File: src/sv/bitmap_slab_allocator_unit_macros.svh
`ifndef BITMAP_SLAB_ALLOCATOR_UNIT_MACROS_SVH
`define BITMAP_SLAB_ALLOCATOR_UNIT_MACROS_SVH
`ifndef SYNTHESIS
`define BSA_ASSERT_NOW(name, clk_sig, rst_sig, ante, cons, msg) \
    name: assert property (@(posedge clk_sig) disable iff (!rst_sig) (ante) |-> (cons)) \
        else $error(msg);
`define BSA_ASSERT_NEXT(name, clk_sig, rst_sig, ante, cons, msg) \
    name: assert property (@(posedge clk_sig) disable iff (!rst_sig) (ante) |=> (cons)) \
        else $error(msg);
`else
`define BSA_ASSERT_NOW(name, clk_sig, rst_sig, ante, cons, msg)
`define BSA_ASSERT_NEXT(name, clk_sig, rst_sig, ante, cons, msg)
`endif
`endif

File: src/sv/bsa_pkg.sv
package bsa_pkg;

    localparam int NUM_CHUNKS_DEF  = 16;
    localparam int NUM_CLASSES_DEF = 64;
    localparam int SLOTS_PER_CHUNK = 64;
    localparam int SLOT_BITS       = 6;

    localparam int CLASS_W  = 6;
    localparam int HANDLE_W = 10;
    localparam int OFFSET_W = 12;
    localparam int STATUS_W = 2;

    localparam logic CMD_ALLOC = 1'b0;
    localparam logic CMD_FREE  = 1'b1;

    localparam logic [STATUS_W-1:0] ST_OK        = 2'd0;
    localparam logic [STATUS_W-1:0] ST_EXHAUSTED = 2'd1;
    localparam logic [STATUS_W-1:0] ST_BAD_CLASS = 2'd2;
    localparam logic [STATUS_W-1:0] ST_BAD_FREE  = 2'd3;

    typedef struct packed {
        logic                command;
        logic [CLASS_W-1:0]  size_class;
        logic [HANDLE_W-1:0] handle;
    } request_t;

    typedef struct packed {
        logic [STATUS_W-1:0] status;
        logic [HANDLE_W-1:0] alloc_handle;
        logic [OFFSET_W-1:0] byte_offset;
        logic                chunk_opened;
        logic                chunk_closed;
    } result_t;

endpackage

File: src/sv/bsa_ram.sv
module bsa_ram #(
    parameter int WIDTH = bsa_pkg::SLOTS_PER_CHUNK,
    parameter int DEPTH = bsa_pkg::NUM_CHUNKS_DEF
) (
    input  logic                     clk,
    input  logic                     wr_en,
    input  logic [$clog2(DEPTH)-1:0] wr_addr,
    input  logic [WIDTH-1:0]         wr_data,
    input  logic                     rd_en,
    input  logic [$clog2(DEPTH)-1:0] rd_addr,
    output logic [WIDTH-1:0]         rd_data
);

    logic [WIDTH-1:0] mem_reg [DEPTH];
    logic [WIDTH-1:0] rd_data_reg;

    always_ff @(posedge clk)
    begin
        if (wr_en)
        begin
            mem_reg[wr_addr] <= wr_data;
        end
        if (rd_en)
        begin
            rd_data_reg <= mem_reg[rd_addr];
        end
    end

    assign rd_data = rd_data_reg;

endmodule

File: src/sv/bsa_find.sv
module bsa_find #(
    parameter int WIDTH = bsa_pkg::SLOTS_PER_CHUNK
) (
    input  logic [WIDTH-1:0]         bits,
    output logic                     found,
    output logic [$clog2(WIDTH)-1:0] index
);

    localparam int IW = $clog2(WIDTH);

    // lowest clear bit
    always_comb
    begin
        found = 1'b0;
        index = '0;
        for (int i = WIDTH - 1; i >= 0; i--)
        begin
            if (!bits[i])
            begin
                found = 1'b1;
                index = IW'(i);
            end
        end
    end

endmodule

File: src/sv/bitmap_slab_allocator_unit.sv
// Slab allocator over a pool of chunks with 64 slots each, one list per size class.
// Request channel: drive request and raise start; the request is taken at a clock
// edge where start is high and busy is low. Command alloc returns a handle and a
// byte offset from the head chunk of the class, opening a chunk when needed;
// command free clears the slot of the handle and returns an emptied chunk.
// Result channel: done is high for exactly one cycle with result valid; the
// receiver cannot stall, so the block never holds a result back.
// From accept to done: a bad class or bad chunk number is answered from idle; an
// alloc reads the class head, then opens a chunk in an empty class, or reads the
// head chunk record and fills a slot, or pushes a fresh chunk ahead of a full head
// chunk and then fixes the old head's back link. A free reads the chunk record; a
// free that empties the chunk also rewrites the class head or the record before it,
// then the record after it if any. An exhausted pool is reported at the head read in
// an empty class, at the record read behind a full head. A new request is taken in
// the cycle done rises. Reads are registered; each list neighbor is read-modify-written.
// Reset clears the sequencer, all chunk busy bits and all class head valid bits;
// every class starts with no chunk and every chunk is free.
`include "bitmap_slab_allocator_unit_macros.svh"

module bitmap_slab_allocator_unit #(
    parameter int NUM_CHUNKS  = bsa_pkg::NUM_CHUNKS_DEF,
    parameter int NUM_CLASSES = bsa_pkg::NUM_CLASSES_DEF
) (
    input  logic               clk,
    input  logic               rst_n,
    input  logic               start,
    input  bsa_pkg::request_t  request,
    output logic               busy,
    output logic               done,
    output bsa_pkg::result_t   result
);

    localparam int CIW = $clog2(NUM_CHUNKS);
    localparam int CW  = $clog2(NUM_CHUNKS + 1);
    localparam int KW  = $clog2(NUM_CLASSES);
    localparam int SW  = bsa_pkg::SLOT_BITS;
    localparam int MW  = bsa_pkg::SLOTS_PER_CHUNK;
    localparam int HW  = bsa_pkg::HANDLE_W;
    localparam int OW  = bsa_pkg::OFFSET_W;
    localparam int HCW = HW - SW;

    localparam logic [CW-1:0] NO_CHUNK = CW'(NUM_CHUNKS);

    localparam logic [2:0] S_IDLE    = 3'd0;
    localparam logic [2:0] S_HEAD    = 3'd1;
    localparam logic [2:0] S_AREAD   = 3'd2;
    localparam logic [2:0] S_FIXPREV = 3'd3;
    localparam logic [2:0] S_FREAD   = 3'd4;
    localparam logic [2:0] S_RDP     = 3'd5;
    localparam logic [2:0] S_RDN     = 3'd6;

    typedef struct packed {
        logic [bsa_pkg::CLASS_W-1:0] owner;
        logic [MW-1:0]               mask;
        logic [CW-1:0]               link_next;
        logic [CW-1:0]               link_prev;
    } rec_t;

    logic [2:0]               state_reg, state_next;
    bsa_pkg::request_t        req_reg, req_next;
    logic [CIW-1:0]           cur_reg, cur_next;
    logic [CIW-1:0]           new_reg, new_next;
    rec_t                     rec_reg, rec_next;
    logic [CW-1:0]            link_p_reg, link_p_next;
    logic [CW-1:0]            link_n_reg, link_n_next;
    logic [NUM_CHUNKS-1:0]    chunk_busy_reg, chunk_busy_next;
    logic [NUM_CLASSES-1:0]   head_vld_reg, head_vld_next;
    logic                     done_reg, done_next;
    bsa_pkg::result_t         result_reg, result_next;

    logic                     head_we, head_re;
    logic [KW-1:0]            head_waddr, head_raddr;
    logic [CW-1:0]            head_wdata, head_rdata;
    logic                     chunk_we, chunk_re;
    logic [CIW-1:0]           chunk_waddr, chunk_raddr;
    rec_t                     chunk_wdata, chunk_rdata;

    logic                     free_found;
    logic [CIW-1:0]           free_idx;
    logic                     slot_found;
    logic [SW-1:0]            slot_idx;

    logic                     in_cls_bad;
    logic [HCW-1:0]           in_chunk;
    logic                     in_chunk_ok;
    logic [KW-1:0]            cls_addr;
    logic [CW-1:0]            head_cur;
    logic [SW-1:0]            req_slot;
    logic [MW-1:0]            clr_mask;
    rec_t                     open_rec;

    bsa_ram #(
        .WIDTH (CW),
        .DEPTH (NUM_CLASSES)
    ) u_head_ram (
        .clk     (clk),
        .wr_en   (head_we),
        .wr_addr (head_waddr),
        .wr_data (head_wdata),
        .rd_en   (head_re),
        .rd_addr (head_raddr),
        .rd_data (head_rdata)
    );

    bsa_ram #(
        .WIDTH ($bits(rec_t)),
        .DEPTH (NUM_CHUNKS)
    ) u_chunk_ram (
        .clk     (clk),
        .wr_en   (chunk_we),
        .wr_addr (chunk_waddr),
        .wr_data (chunk_wdata),
        .rd_en   (chunk_re),
        .rd_addr (chunk_raddr),
        .rd_data (chunk_rdata)
    );

    bsa_find #(
        .WIDTH (NUM_CHUNKS)
    ) u_free_find (
        .bits  (chunk_busy_reg),
        .found (free_found),
        .index (free_idx)
    );

    bsa_find #(
        .WIDTH (MW)
    ) u_slot_find (
        .bits  (chunk_rdata.mask),
        .found (slot_found),
        .index (slot_idx)
    );

    assign in_cls_bad  = (request.size_class == '0) ||
                         (32'(request.size_class) >= NUM_CLASSES);
    assign in_chunk    = request.handle[HW-1:SW];
    assign in_chunk_ok = (32'(in_chunk) < NUM_CHUNKS) && chunk_busy_reg[CIW'(in_chunk)];
    assign cls_addr    = KW'(req_reg.size_class);
    assign head_cur    = head_vld_reg[cls_addr] ? head_rdata : NO_CHUNK;
    assign req_slot    = req_reg.handle[SW-1:0];
    assign clr_mask    = chunk_rdata.mask & ~(MW'(1) << req_slot);

    always_comb
    begin
        open_rec.owner     = req_reg.size_class;
        open_rec.mask      = MW'(1);
        open_rec.link_next = NO_CHUNK;
        open_rec.link_prev = NO_CHUNK;
    end

    always_comb
    begin
        state_next      = state_reg;
        req_next        = req_reg;
        cur_next        = cur_reg;
        new_next        = new_reg;
        rec_next        = rec_reg;
        link_p_next     = link_p_reg;
        link_n_next     = link_n_reg;
        chunk_busy_next = chunk_busy_reg;
        head_vld_next   = head_vld_reg;
        done_next       = 1'b0;
        result_next     = result_reg;

        head_re     = 1'b0;
        head_raddr  = KW'(request.size_class);
        head_we     = 1'b0;
        head_waddr  = cls_addr;
        head_wdata  = CW'(free_idx);
        chunk_re    = 1'b0;
        chunk_raddr = CIW'(in_chunk);
        chunk_we    = 1'b0;
        chunk_waddr = free_idx;
        chunk_wdata = open_rec;

        case (state_reg)
            S_IDLE:
            begin
                if (start)
                begin
                    req_next = request;
                    if (in_cls_bad)
                    begin
                        result_next        = '0;
                        result_next.status = bsa_pkg::ST_BAD_CLASS;
                        done_next          = 1'b1;
                    end
                    else if (request.command == bsa_pkg::CMD_ALLOC)
                    begin
                        head_re    = 1'b1;
                        state_next = S_HEAD;
                    end
                    else if (!in_chunk_ok)
                    begin
                        result_next        = '0;
                        result_next.status = bsa_pkg::ST_BAD_FREE;
                        done_next          = 1'b1;
                    end
                    else
                    begin
                        chunk_re   = 1'b1;
                        cur_next   = CIW'(in_chunk);
                        state_next = S_FREAD;
                    end
                end
            end

            S_HEAD:
            begin
                if (head_cur != NO_CHUNK)
                begin
                    chunk_re    = 1'b1;
                    chunk_raddr = CIW'(head_cur);
                    cur_next    = CIW'(head_cur);
                    state_next  = S_AREAD;
                end
                else if (!free_found)
                begin
                    result_next        = '0;
                    result_next.status = bsa_pkg::ST_EXHAUSTED;
                    done_next          = 1'b1;
                    state_next         = S_IDLE;
                end
                else
                begin
                    // open a chunk in an empty class
                    chunk_we                  = 1'b1;
                    head_we                   = 1'b1;
                    head_vld_next[cls_addr]   = 1'b1;
                    chunk_busy_next[free_idx] = 1'b1;
                    result_next               = '0;
                    result_next.status        = bsa_pkg::ST_OK;
                    result_next.alloc_handle  = HW'({free_idx, {SW{1'b0}}});
                    result_next.chunk_opened  = 1'b1;
                    done_next                 = 1'b1;
                    state_next                = S_IDLE;
                end
            end

            S_AREAD:
            begin
                if (slot_found)
                begin
                    chunk_we                 = 1'b1;
                    chunk_waddr              = cur_reg;
                    chunk_wdata              = chunk_rdata;
                    chunk_wdata.mask         = chunk_rdata.mask | (MW'(1) << slot_idx);
                    result_next              = '0;
                    result_next.status       = bsa_pkg::ST_OK;
                    result_next.alloc_handle = HW'({cur_reg, slot_idx});
                    result_next.byte_offset  = OW'(slot_idx) * OW'(req_reg.size_class);
                    done_next                = 1'b1;
                    state_next               = S_IDLE;
                end
                else if (!free_found)
                begin
                    result_next        = '0;
                    result_next.status = bsa_pkg::ST_EXHAUSTED;
                    done_next          = 1'b1;
                    state_next         = S_IDLE;
                end
                else
                begin
                    // push a fresh chunk ahead of the full head
                    chunk_we                  = 1'b1;
                    chunk_wdata.link_next     = CW'(cur_reg);
                    head_we                   = 1'b1;
                    head_vld_next[cls_addr]   = 1'b1;
                    chunk_busy_next[free_idx] = 1'b1;
                    new_next                  = free_idx;
                    rec_next                  = chunk_rdata;
                    result_next               = '0;
                    result_next.status        = bsa_pkg::ST_OK;
                    result_next.alloc_handle  = HW'({free_idx, {SW{1'b0}}});
                    result_next.chunk_opened  = 1'b1;
                    state_next                = S_FIXPREV;
                end
            end

            S_FIXPREV:
            begin
                chunk_we              = 1'b1;
                chunk_waddr           = cur_reg;
                chunk_wdata           = rec_reg;
                chunk_wdata.link_prev = CW'(new_reg);
                done_next             = 1'b1;
                state_next            = S_IDLE;
            end

            S_FREAD:
            begin
                if (chunk_rdata.owner != req_reg.size_class)
                begin
                    result_next        = '0;
                    result_next.status = bsa_pkg::ST_BAD_FREE;
                    done_next          = 1'b1;
                    state_next         = S_IDLE;
                end
                else if (clr_mask != '0)
                begin
                    chunk_we           = 1'b1;
                    chunk_waddr        = cur_reg;
                    chunk_wdata        = chunk_rdata;
                    chunk_wdata.mask   = clr_mask;
                    result_next        = '0;
                    result_next.status = bsa_pkg::ST_OK;
                    done_next          = 1'b1;
                    state_next         = S_IDLE;
                end
                else
                begin
                    // unlink the emptied chunk
                    chunk_busy_next[cur_reg] = 1'b0;
                    link_p_next              = chunk_rdata.link_prev;
                    link_n_next              = chunk_rdata.link_next;
                    result_next              = '0;
                    result_next.status       = bsa_pkg::ST_OK;
                    result_next.chunk_closed = 1'b1;
                    if (chunk_rdata.link_prev != NO_CHUNK)
                    begin
                        chunk_re    = 1'b1;
                        chunk_raddr = CIW'(chunk_rdata.link_prev);
                        state_next  = S_RDP;
                    end
                    else
                    begin
                        head_we                 = 1'b1;
                        head_wdata              = chunk_rdata.link_next;
                        head_vld_next[cls_addr] = 1'b1;
                        if (chunk_rdata.link_next != NO_CHUNK)
                        begin
                            chunk_re    = 1'b1;
                            chunk_raddr = CIW'(chunk_rdata.link_next);
                            state_next  = S_RDN;
                        end
                        else
                        begin
                            done_next  = 1'b1;
                            state_next = S_IDLE;
                        end
                    end
                end
            end

            S_RDP:
            begin
                chunk_we              = 1'b1;
                chunk_waddr           = CIW'(link_p_reg);
                chunk_wdata           = chunk_rdata;
                chunk_wdata.link_next = link_n_reg;
                if (link_n_reg != NO_CHUNK)
                begin
                    chunk_re    = 1'b1;
                    chunk_raddr = CIW'(link_n_reg);
                    state_next  = S_RDN;
                end
                else
                begin
                    done_next  = 1'b1;
                    state_next = S_IDLE;
                end
            end

            S_RDN:
            begin
                chunk_we              = 1'b1;
                chunk_waddr           = CIW'(link_n_reg);
                chunk_wdata           = chunk_rdata;
                chunk_wdata.link_prev = link_p_reg;
                done_next             = 1'b1;
                state_next            = S_IDLE;
            end

            default:
            begin
                state_next = S_IDLE;
            end
        endcase
    end

    always_ff @(posedge clk or negedge rst_n)
    begin
        if (!rst_n)
        begin
            state_reg      <= S_IDLE;
            chunk_busy_reg <= '0;
            head_vld_reg   <= '0;
            done_reg       <= 1'b0;
        end
        else
        begin
            state_reg      <= state_next;
            chunk_busy_reg <= chunk_busy_next;
            head_vld_reg   <= head_vld_next;
            done_reg       <= done_next;
        end
    end

    always_ff @(posedge clk)
    begin
        req_reg    <= req_next;
        cur_reg    <= cur_next;
        new_reg    <= new_next;
        rec_reg    <= rec_next;
        link_p_reg <= link_p_next;
        link_n_reg <= link_n_next;
        result_reg <= result_next;
    end

    assign busy   = (state_reg != S_IDLE);
    assign done   = done_reg;
    assign result = result_reg;

    `BSA_ASSERT_NEXT(a_bad_class, clk, rst_n, start && !busy && in_cls_bad, done && result.status == bsa_pkg::ST_BAD_CLASS, "bad class not flagged at once")
    `BSA_ASSERT_NEXT(a_accept_progress, clk, rst_n, start && !busy, busy || done, "accepted request neither running nor done")
    `BSA_ASSERT_NOW(a_err_clean, clk, rst_n, done && result.status != bsa_pkg::ST_OK, result.alloc_handle == '0 && result.byte_offset == '0 && !result.chunk_opened && !result.chunk_closed, "error result carries payload")
    `BSA_ASSERT_NOW(a_link_busy, clk, rst_n, chunk_we && (state_reg == S_RDP || state_reg == S_RDN), chunk_busy_reg[chunk_waddr], "link update on a free chunk")

endmodule
File: config.mk
export PLATFORM = sky130hd
export DESIGN_NAME = bitmap_slab_allocator_unit
export DESIGN_NICKNAME = d
export VERILOG_FILES = /design/src/sv/bsa_pkg.sv /design/src/sv/bsa_ram.sv /design/src/sv/bsa_find.sv /design/src/sv/bitmap_slab_allocator_unit.sv
export VERILOG_INCLUDE_DIRS = /design/src /design/src/sv
export SDC_FILE = /design/constraint.sdc
export NUM_CORES = 2
export LEC_CHECK = 0
export BUFFER_PORTS_ARGS = -buffer_cell sky130_fd_sc_hd__buf_2
export CAP_MARGIN = 20
export CELL_PAD_IN_SITES_DETAIL_PLACEMENT = 1
export CELL_PAD_IN_SITES_GLOBAL_PLACEMENT = 2
export CORE_UTILIZATION = 24
export DETAILED_ROUTE_END_ITERATION = 8
export HOLD_SLACK_MARGIN = 0.1
export PLACE_DENSITY_LB_ADDON = 0.1
export SLEW_MARGIN = 20
export SYNTH_ARGS = -nofsm -noshare
export SYNTH_HDL_FRONTEND = slang
export SYNTH_SLANG_ARGS = --single-unit
export TNS_END_PERCENT = 10
File: constraint.sdc
create_clock -name clk -period 9.45 [get_ports clk]
set_input_delay 0.4725 -clock clk [delete_from_list [all_inputs] [get_ports clk]]
set_output_delay 0.4725 -clock clk [all_outputs]
set_load 0.01 [all_outputs]
==> impl_metrics.toml <==
[status]
status = "completed"

[layout]
area_growth_pct = 17.24
finalNetCount = 5885
largest_reg_flops = 1280
nFillCells = 35249
final_area_um2 = 94620
drive_gt1_frac = 0.1309

[sta]
fin_worst_skew_ns = 0.1047
rsz0062_at_grt = "no"
finalCriticalPeriod_ns = 6.981
finalCritPeriodShare = 0.7387
slew_viol_final = 0
max_clock_freq_ghz = 0.1433
maxSlewHeadroom = 0.2018
hold_viol_final = 0
layout_setup_ws_ns = 2.469
tightest_slew_ns = 1.186
setup_viol_count_final = 0

[placement]
post-place-ws_ns = 2.303
dpl_cell_area_um2 = 87160
io_buffers = 47
dp.final_hpwl_mm = 170.0
gp_congestion = 0.7715

[drt]
num_vias = 51957
routed_wl_mm = 318.0
vias_per_cell = 4.991
wl_per_cell_um = 30.55
first_iter_violations = 3537
first_pass_iters = 7
antenna_left = 0
drc = 0

[clock_network]
cts_setup_buffers = 0
cts_made_buffers = 231
root_buffer = "clkbuf_16"
cts-htree-levels = 4
cts_tree = "done"
cts.path.max_buffers = 4
worstSkewPairLatency_ns = 0.96
cts.clk_slew.worst_paths_ns = 0.07
cts_sinks = 1900
ctsResizeCount = 0

[min_path]
hold_class = "primary input to asynchronous set/reset pin"

[setup_path]
cp-end-kind = "flip-flop"
cp_num_buf_inv = 2
r2r_slack_ns = 2.47
cp_cell_sequence = "nand4b_1 > o32a_1 > or4_1 > or4_1 > or3_1 > o211a_1 > o21ai_4 > buf_4 > buf_4 > a311o_1 > nand4_1"
start_kind = "flip-flop"
slowest_stage = "or4_1"
worstPathMaxFanout = 26
path_delay_family = "simple AND/OR/NAND/NOR gates"
r2r-end = "u_chunk_ram.rd_data[59]"
critPathKind = "flip-flop to flip-flop"
cp.required_ns = 9.94
r2r_cells = 11
cpPeakStageDelay_ns = 0.83
worstPathArrival_ns = 7.48
reg2reg_from = "req_reg[5]"

[synthesis]
synth_nets = 5830
synth-main-ff-cell = "edfxtp_1"
synth_xor_area_frac = 0.001411
synth_compound_area_frac = 0.1342
yosysWarnings = 0
ys_types = 77
postSynthAreaPerCell_um2 = 13.98
synth-edff-count = 1816
synthAdderAreaFrac = 0.007317
synthCells = 5773
async_reset_ff_frac = 0.04421
synth.area.mux_share = 0.03398
synth-seq-cells = 1900
netlist_area_um2 = 80710
synth_top_family_by_area = "compound AO/OA/AOI/OAI gates"
ys_seq_area_frac = 0.7017
synth-simple-area-share = 0.08137

[pwr]
p_per_area_nw_per_um2 = 320.5
pwr-share-seq = 0.381
power_frac_clock = 0.285
p_comb_frac = 0.334
intPower_mw = 18.60
irDropWorstVdd_uv = 295.5
p_leak_nw = 30.97
p_switching_mw = 11.73
netSwitchingFraction = 0.3868

[floorplan]
die-area_um2 = 338600
fp.dieW_um = 581.9
rows = 212
ios = 48
core_area_um2 = 334000
initial_utilization = 0.2417
dieHeight_um = 581.9

[grt]
grt_usage = 0.1846
grt_remaining_overflow = 0
grt_pass1_vias = 55241
grt_pass1_wl_mm = 449.3
grt_max_degree = 126
antenna_found_initial = 2

[run]
cap_violations = 0
==> placed cells by master (no fill, tap or decap), types with 28 or more instances in the layout <==
master / instances
a2111oi_0: 160
a211oi_1: 171
a21oi_1: 44
a221oi_1: 166
a22oi_1: 71
a311o_1: 321
buf_12: 43
buf_2: 44
buf_4: 163
clkbuf_1: 59
clkbuf_16: 231
clkinv_1: 62
clkinv_2: 33
dfrtp_1: 84
edfxtp_1: 1816
inv_1: 386
mux4_2: 106
nand2_1: 777
nand3_1: 43
nand4_1: 110
nor2_1: 353
nor3_1: 37
o21ai_0: 123
o21ai_1: 28
o21bai_1: 40
or2_2: 37
==> routing by layer <==
layer  routed length (um)  global-route usage
met5                    0                   0
met3                 9618             0.01957
met1               150800              0.2589
met4                 5139             0.03306
met2               152400              0.3096
==> logic make-up after synthesis <==
kind of cell	after synthesis
compound gates	1338
buf+inv	837
fa+ha+maj	37
flops	1900
xor+xnor	13
simple gates	1508
mux	140
==> power groups by stage <==
stage               combinational (mW)  clock, mW  sequential, mW
floorplan                         5.57          0            11.6
global placement                  10.3          0            11.7
detailed placement                10.3          0            11.7
CTS                               10.4       8.90            11.6
global route                      11.0       9.20            11.6
finish                            10.1       8.63            11.6
==> synth_stat cells (8+ instances only) <==
| cell | n | area share |
|---|---|---|
| a2111oi_0 | 160 | 0.017 |
| a211oi_1 | 171 | 0.016 |
| a21o_1 | 15 | 0.0014 |
| a21oi_1 | 45 | 0.0028 |
| a221oi_1 | 166 | 0.018 |
| a22o_1 | 16 | 0.0017 |
| a22oi_1 | 71 | 0.0066 |
| a311o_1 | 321 | 0.040 |
| a31oi_1 | 15 | 0.0012 |
| and2_1 | 23 | 0.0018 |
| and3_1 | 13 | 0.0010 |
| buf_1 | 22 | 0.0010 |
| buf_2 | 26 | 0.0016 |
| clkbuf_1 | 392 | 0.018 |
| dfrtp_1 | 84 | 0.026 |
| edfxtp_1 | 1816 | 0.68 |
| fa_1 | 17 | 0.0042 |
| ha_1 | 20 | 0.0031 |
| inv_1 | 386 | 0.018 |
| mux2_2 | 12 | 0.0017 |
| mux2i_1 | 22 | 0.0027 |
| mux4_2 | 106 | 0.030 |
| nand2_1 | 778 | 0.036 |
| nand2b_1 | 17 | 0.0013 |
| nand3_1 | 43 | 0.0027 |
| nand4_1 | 110 | 0.0085 |
| nor2_1 | 356 | 0.017 |
| nor2b_1 | 11 | 0.00085 |
| nor3_1 | 55 | 0.0034 |
| nor4_1 | 18 | 0.0014 |
| o211ai_1 | 15 | 0.0014 |
| o21a_1 | 19 | 0.0018 |
| o21ai_0 | 165 | 0.010 |
| o21bai_1 | 40 | 0.0037 |
| o22ai_1 | 12 | 0.00093 |
| o31ai_1 | 29 | 0.0027 |
| o32ai_1 | 20 | 0.0022 |
| or2_2 | 37 | 0.0029 |
| or3_1 | 8 | 0.00062 |
| xnor2_1 | 8 | 0.00087 |
==> worst max path at each step <==
stage | startpoint | end | slack [ns] | cells past startpoint
5_1_grt | req_reg[5] | u_chunk_ram.rd_data[59] | 2.23 | 11
4_1_cts | req_reg[5] | u_chunk_ram.rd_data[59] | 2.32 | 11
6_report | req_reg[5] | u_chunk_ram.rd_data[59] | 2.47 | 11
3_5_place_dp | req_reg[5] | u_chunk_ram.rd_data[59] | 2.30 | 11
2_1_floorplan | req_reg[3] | u_chunk_ram.mem_reg[10][0] | -0.20 | 11
3_3_place_gp | req_reg[5] | u_chunk_ram.rd_data[59] | 2.05 | 13
==> repair_timing <==
action | in CTS | in global routing
endpoints found under the setup margin | 0 | 0
endpoints found under the hold margin | 104 | 0
hold buffers | 18 | 0
==> per-stage QoR <==
| stage | util | setup TNS (ns) | cells | total power, mW | hold WS (ns) |
|---|---|---|---|---|---|
| 3_3_place_gp | 0.2609 | 0 | 9961 | 22.03 | 0.3690 |
| 6_report | 0.2833 | 0 | 10410 | 30.33 | 0.1157 |
| 2_1_floorplan | - | -85.62 | 5773 | 17.13 | 0.1769 |
| 3_5_place_dp | 0.2610 | 0 | 9961 | 22.09 | 0.3781 |
| 5_1_grt | 0.2833 | 0 | 10406 | 31.81 | 0.1025 |
| 4_1_cts | 0.2831 | 0 | 10402 | 30.87 | 0.1203 |
==> final cells by class <==
type	instances	area, um^2	area share
antenna	5	12.51	0.0001322
clock inverter	122	1042	0.01101
multi-input combinational	3036	21310	0.2252
clock buffer	301	6153	0.06503
timing repair buffer	271	2531	0.02675
tap	4387	5489	0.05801
inverter	388	1456	0.01539
sequential	1900	56630	0.5985
==> worst min-delay path, delay by kind of cell <==
kind,cells,cell delay [ns]
buffers and inverters,3,0.99
Power figures use the tool's default switching activity.
